===== config.mk =====
export PLATFORM = sky130hd
export DESIGN_NAME = wps_wmem
export DESIGN_NICKNAME = d
export VERILOG_FILES = /design/src/hw/rtl/wps_pkg.sv /design/src/hw/rtl/wps_wmem.sv
export SDC_FILE = /design/constraint.sdc
export NUM_CORES = 2
export LEC_CHECK = 0
export BUFFER_PORTS_ARGS = -buffer_cell sky130_fd_sc_hd__buf_4
export CORE_UTILIZATION = 35
export DETAILED_ROUTE_END_ITERATION = 10
export RECOVER_POWER = 25
export SYNTH_ARGS = -nofsm -noshare
export SYNTH_HDL_FRONTEND = slang
export SYNTH_SLANG_ARGS = --single-unit

===== constraint.sdc =====
create_clock -name clk -period 2.5 [get_ports clk]
set_clock_uncertainty 0.15 [all_clocks]
set_input_delay 0.25 -clock clk [delete_from_list [all_inputs] [get_ports clk]]
set_output_delay 0.25 -clock clk [all_outputs]
set_load 0.01 [all_outputs]

===== src/hw/rtl/wps_pkg.sv =====
// Shared constants, types and helper functions of the weighted permutation sampler.
// Used by the channel interfaces, the two memories and the top level; depends on nothing.
package wps_pkg;

	localparam int SLOTS       = 256;
	localparam int WEIGHT_BITS = 16;
	localparam int SLOT_W      = $clog2(SLOTS);
	localparam int CNT_W       = $clog2(SLOTS + 1);
	localparam int SUM_W       = WEIGHT_BITS + SLOT_W;
	localparam int CFG_W       = 9;
	localparam int BYTE_W      = 8;
	localparam int WIN_W       = 16;
	localparam int RND_W       = 16;
	localparam int CMP_W       = (CNT_W > CFG_W) ? CNT_W : CFG_W;
	localparam int SLOT_XW     = SLOT_W + BYTE_W;
	localparam int WEIGHT_XW   = WEIGHT_BITS + WIN_W;
	localparam int PROD_W      = RND_W + SUM_W;
	localparam logic [CFG_W-1:0] ITEMS_RESET = CFG_W'(256);

	typedef enum logic {
		OP_LOAD = 1'b0,
		OP_DRAW = 1'b1
	} wps_op_t;

	typedef enum logic [2:0] {
		ST_IDLE,
		ST_SUM,
		ST_MUL,
		ST_WALK,
		ST_FETCH,
		ST_SWAP,
		ST_EMIT
	} wps_state_t;

	// Reports a count or an index modulo 256.
	function automatic logic [BYTE_W-1:0] to_byte(input logic [CNT_W-1:0] v);
		logic [BYTE_W+CNT_W-1:0] t;
		t = {{BYTE_W{1'b0}}, v};
		return t[BYTE_W-1:0];
	endfunction

	// Keeps the low WEIGHT_BITS bits of a loaded weight.
	function automatic logic [WEIGHT_BITS-1:0] fit_weight(input logic [WIN_W-1:0] v);
		logic [WEIGHT_XW-1:0] t;
		t = {{WEIGHT_BITS{1'b0}}, v};
		return t[WEIGHT_BITS-1:0];
	endfunction

endpackage


===== src/hw/rtl/wps_wmem.sv =====
// Weight store: one write port, one registered read port, per-entry valid bits.
// An entry never written reads as weight one. Depends on wps_pkg.
module wps_wmem (
	input  logic                            clk,
	input  logic                            arst_n,
	input  logic                            we,
	input  logic [wps_pkg::SLOT_W-1:0]      waddr,
	input  logic [wps_pkg::WEIGHT_BITS-1:0] wdata,
	input  logic [wps_pkg::SLOT_W-1:0]      raddr,
	output logic [wps_pkg::WEIGHT_BITS-1:0] rdata
);
	import wps_pkg::*;

	logic [WEIGHT_BITS-1:0] mem [SLOTS];
	logic [SLOTS-1:0]       vld_q;
	logic [WEIGHT_BITS-1:0] rdata_q;
	logic                   rvld_q;

	always_ff @(posedge clk) begin
		if (we) begin
			mem[waddr] <= wdata;
		end
		rdata_q <= mem[raddr];
	end

	always_ff @(posedge clk or negedge arst_n) begin
		if (!arst_n) begin
			vld_q  <= '0;
			rvld_q <= 1'b0;
		end else begin
			if (we) begin
				vld_q[waddr] <= 1'b1;
			end
			rvld_q <= vld_q[raddr];
		end
	end

	assign rdata = rvld_q ? rdata_q : WEIGHT_BITS'(1);

endmodule


==> results list <==
- Status: finished, violations left
* Failing checks: capacitance limit, slew limit, setup timing
* Initial Utilization: 35.20%
* Final Routed Wirelength: 484700 um
- Dividing total power by cell area gives a power density of 767.6 nW/um2.
* Max capacitance violation total: 16
- Cell Int Power: 122600 uW
- Of all nets on the critical path, the largest fanout is 1.
* Leading cell types in the layout, fill and taps excluded: sky130_fd_sc_hd__edfxtp_1 (4096), sky130_fd_sc_hd__buf_4 (956), sky130_fd_sc_hd__mux4_2 (879)
- The clock reaches the later pin of the worst-skew pair after 1.01 ns.
* Global-route wire length before repair: 680500 um
- The H-tree was split into 5 levels.
* Top layer in use: met5
* Number of search-and-repair iterations in the first detailed-routing pass: 8
- Maximum clock frequency: 348.4 MHz
* Core region area: 479600 um2
* Count of buffers inserted at the top-level ports: 50
- STA classifies the critical path startpoint as a flip-flop.
* Maximum root-to-sink buffer count: 4
* Bufs and invs on worst path: 3
- Of the cells placed in the final design, the portion with a size suffix greater than 1 is 34.35%.
- Worst VDD drop: just under 0.6 mV
- The layout has 40880 filler cells.
- Total die area: 485100 um2
- Met2 WL: 228100 um
- After synthesis the netlist holds a flip-flop and latch count of 4369.
* Final core utilization: between 40% and 50%
- Once routing completed, OpenROAD measured the worst setup slack at -0.3701 ns.
- Along the worst hold path, the cell count comes to 7.
- STA classifies the critical path endpoint as a flip-flop.
* Syn avg cell area: 20.85 um2
- Counting stages on the worst path, the most repeated cell is sky130_fd_sc_hd__buf_4.
- Pins over their slew limit: 1000
- The library cell used most frequently in the layout, excluding fill and tap cells, is sky130_fd_sc_hd__edfxtp_1.
- Hold WC Path Type: primary input to flip-flop
- At the end of the flow, the number of nets in the layout was 9478.
- Netlist area before placement: 168800 um2
- In the routed design, unresolved DRC markers number 0.
* Number of global-route vias before repair: 89250
- The detailed router put a total of 196600 um of wire on met1.
- Sequential cells were found to cover 76.85% of the synthesized design area.
* Final Critical Period: 2.870 ns
- Registers are responsible for 51.6% of the overall power.
- In this run the register-to-register setup slack is -0.37 ns.
- Total GRT Usage: 19.62%
* Number of design-rule violations left by the first detailed-router iteration: ~10000
* Count of final setup violators: 480
- TritonCTS buffer count: 428
- Slew of the pin with the lowest slew margin: 2.601 ns
- Clock share of power: 42.1%
- The most used flip-flop cell after synthesis is sky130_fd_sc_hd__edfxtp_1.
- For this run, asynchronously set or reset flops after synthesis account for 5.882%.
* Period utilization: 114.8%
* Worst R2R Path Depth: 9
* Launch point of the worst hold path: raddr[6]
- In this run the critical register-to-register path is captured at rdata_q[14].
* Post-synthesis instance total: just over 8000
* Clock root cell: sky130_fd_sc_hd__clkbuf_16
- The analysis attributes to cell leakage a power of 0.06849 uW.
- In this run the critical register-to-register path is launched from mem[126][14].
* Synth warnings: 0
* Remaining number of nets flagged by the antenna check after routing: 0
- Setup repair after global routing missed its margin: true
* Num rows: around 250
- Final routed wire length divided by cell count: 29.83 um
- Synthesis produced a netlist with a net count of 8133.
* Start-to-end type of the worst setup path: flip-flop to flip-flop
- Cell variety after synth: 54
- Summed over all layers, the global routing overflow is 0.
- In this run the tightest slew margin relative to its limit is -73.37%.
* Net switching share of the total power: 21.82%
- Yosys mapped a number of flops with a built-in enable equal to 4096.
- Relative to the synthesized area, the layout overhead comes to 21.03%.
- Clock tree from TritonCTS: built
* Final hold violation count: 0
* Vias after detailed routing: 88960
- The worst hold path terminates at rdata_q[8].
- After clock tree synthesis, the clock-pin slew on the worst setup and hold paths is 0.07 ns.
- Combinational share of power: 6.2%
- Detailed placement finished with a half-perimeter wire length of approximately 310000 um.
* Switching power of the nets: 34220 uW
* Number of top-level design ports: slightly above 50
- The clock net in this run drives a total of 4369 sinks.
- Slowest Stage Delay on Critical Path: between 0.6 and 0.7 ns
- Entering global routing, the biggest net connects 125 pins.
- At the worst endpoint, the arrival time is between 3 and 4 ns.
- Adding up every negative setup slack in the final design gives -55.72 ns.
- Routability-driven placement finished with a final weighted congestion of 0.9375.
- Height of the die: around 700 um
- For the worst setup path, the data required time is approximately 3.2 ns.
- Worst path cell trace: mux4_2 > a2111oi_1 > buf_4 > nor3_1 > buf_4 > nand4_1 > nor3_4 > buf_4 > nor4b_1
* Standard cell with the maximum stage delay on the critical path: sky130_fd_sc_hd__a2111oi_1
- Kind of cell adding the most delay to the critical path: compound AO/OA/AOI/OAI gates
- Pre-CTS worst setup slack: -1.872 ns
- Initial antenna violation count: 42
- Met3 Wirelength: between 40000 and 50000 um
- Via/cell ratio: 5.476
- The die is 696.5 um wide.
tightest hold or removal path, cell delays in order:
cell	delay [ns]
sky130_fd_sc_hd__buf_4	0.13
sky130_fd_sc_hd__nand4b_1	0.19
sky130_fd_sc_hd__buf_4	0.21
sky130_fd_sc_hd__nor2_1	0.10
sky130_fd_sc_hd__buf_4	0.13
sky130_fd_sc_hd__or3_1	0.12
sky130_fd_sc_hd__nor4_2	0.05
logic make-up after synthesis:
logic type | count (synthesis) | share of synthesized area (%)
compound gates | 725 | 2.980
buf+inv | 473 | 1.676
simple gates | 1035 | 3.088
mux | 1496 | 15.40
flops | 4369 | 76.85
metal layers:
layer	global-route usage, %	up-vias
li1	-	36470
met1	27.23	47800
met2	31.15	3966
met3	4.263	694
met4	5.720	34
met5	0	-
worst max-delay path by stage:
| stage | startpoint | end | cells past startpoint |
|---|---|---|---|
| final | mem[126][14] | rdata_q[14] | 9 |
| after global routing | mem[183][14] | rdata_q[14] | 7 |
| after CTS | mem[180][14] | rdata_q[14] | 7 |
| after detailed placement | raddr[1] | rdata_q[7] | 10 |
| after global placement | raddr[0] | rdata_q[7] | 11 |
| after floorplan | waddr[1] | mem[238][0] | 6 |
cell type report:
class                      count  area (um2)  area share (%)
sequential                  4369      129800           63.51
multi-input combinational   3256       37570           18.39
timing repair buffer        1385       14410           7.053
clock buffer                 560       11570           5.662
tap                         6400        8008           3.919
clock inverter               247        2918           1.428
antenna                       26       65.06         0.03184
inverter                       3       23.77         0.01163
power by group through the flow:
| stage | Clock [uW] | Combinational [uW] | Sequential, uW |
|---|---|---|---|
| 6_report | 66100 | 9790 | 81000 |
| 5_1_grt | 69700 | 10200 | 81000 |
| 4_1_cts | 67000 | 9830 | 80900 |
| 3_5_place_dp | 0 | 9620 | 82400 |
| 3_3_place_gp | 0 | 9450 | 82400 |
| 2_1_floorplan | 0 | 4350 | 82200 |
through the flow:
step                      instances  cell area (um2)  hold slack, ns  total power, uW
final                         16250           204300         0.09375           156800
after global routing          16220           204300         0.06887           160800
after CTS                     16220           204500        0.005432           157700
after detailed placement      15390           189100          0.2655            92040
after global placement        15390           189100          0.2624            91820
after floorplan                8098           168900         -0.1956            86520
synthesized netlist by cell type (29+ instances only):
library cell / number / share of area (%)
sky130_fd_sc_hd__edfxtp_1: 4096 / 73
sky130_fd_sc_hd__dfrtp_1: 257 / 3.8
sky130_fd_sc_hd__nand2_1: 60 / 0.13
sky130_fd_sc_hd__buf_4: 45 / 0.20
sky130_fd_sc_hd__a22o_1: 32 / 0.17
sky130_fd_sc_hd__nor3_1: 163 / 0.48
sky130_fd_sc_hd__buf_2: 74 / 0.22
sky130_fd_sc_hd__a2111oi_0: 29 / 0.15
sky130_fd_sc_hd__buf_1: 42 / 0.093
sky130_fd_sc_hd__nor4_1: 41 / 0.15
sky130_fd_sc_hd__clkbuf_1: 219 / 0.49
sky130_fd_sc_hd__or2_2: 262 / 0.97
sky130_fd_sc_hd__o22ai_1: 243 / 0.90
sky130_fd_sc_hd__o221ai_1: 86 / 0.45
sky130_fd_sc_hd__and2_1: 32 / 0.12
sky130_fd_sc_hd__buf_6: 68 / 0.45
sky130_fd_sc_hd__a22oi_1: 73 / 0.32
sky130_fd_sc_hd__a21oi_1: 118 / 0.35
sky130_fd_sc_hd__a221oi_1: 55 / 0.29
sky130_fd_sc_hd__mux4_2: 879 / 12
sky130_fd_sc_hd__nor2_1: 364 / 0.81
sky130_fd_sc_hd__mux2i_1: 594 / 3.5
timing repair:
item	CTS	global route
hold buffers	32	0
endpoints found under the hold margin	5295	0
pin swaps	27	29
setup buffers	0	3
resized for setup	110	78
setup endpoints to repair	32	20
registers in the layout, summed over array words and instances, names as in the netlist:
register	flops
vld_q	256
mem	4096
rvld_q	1
rdata_q	16
(Power assumes the default switching activity.)
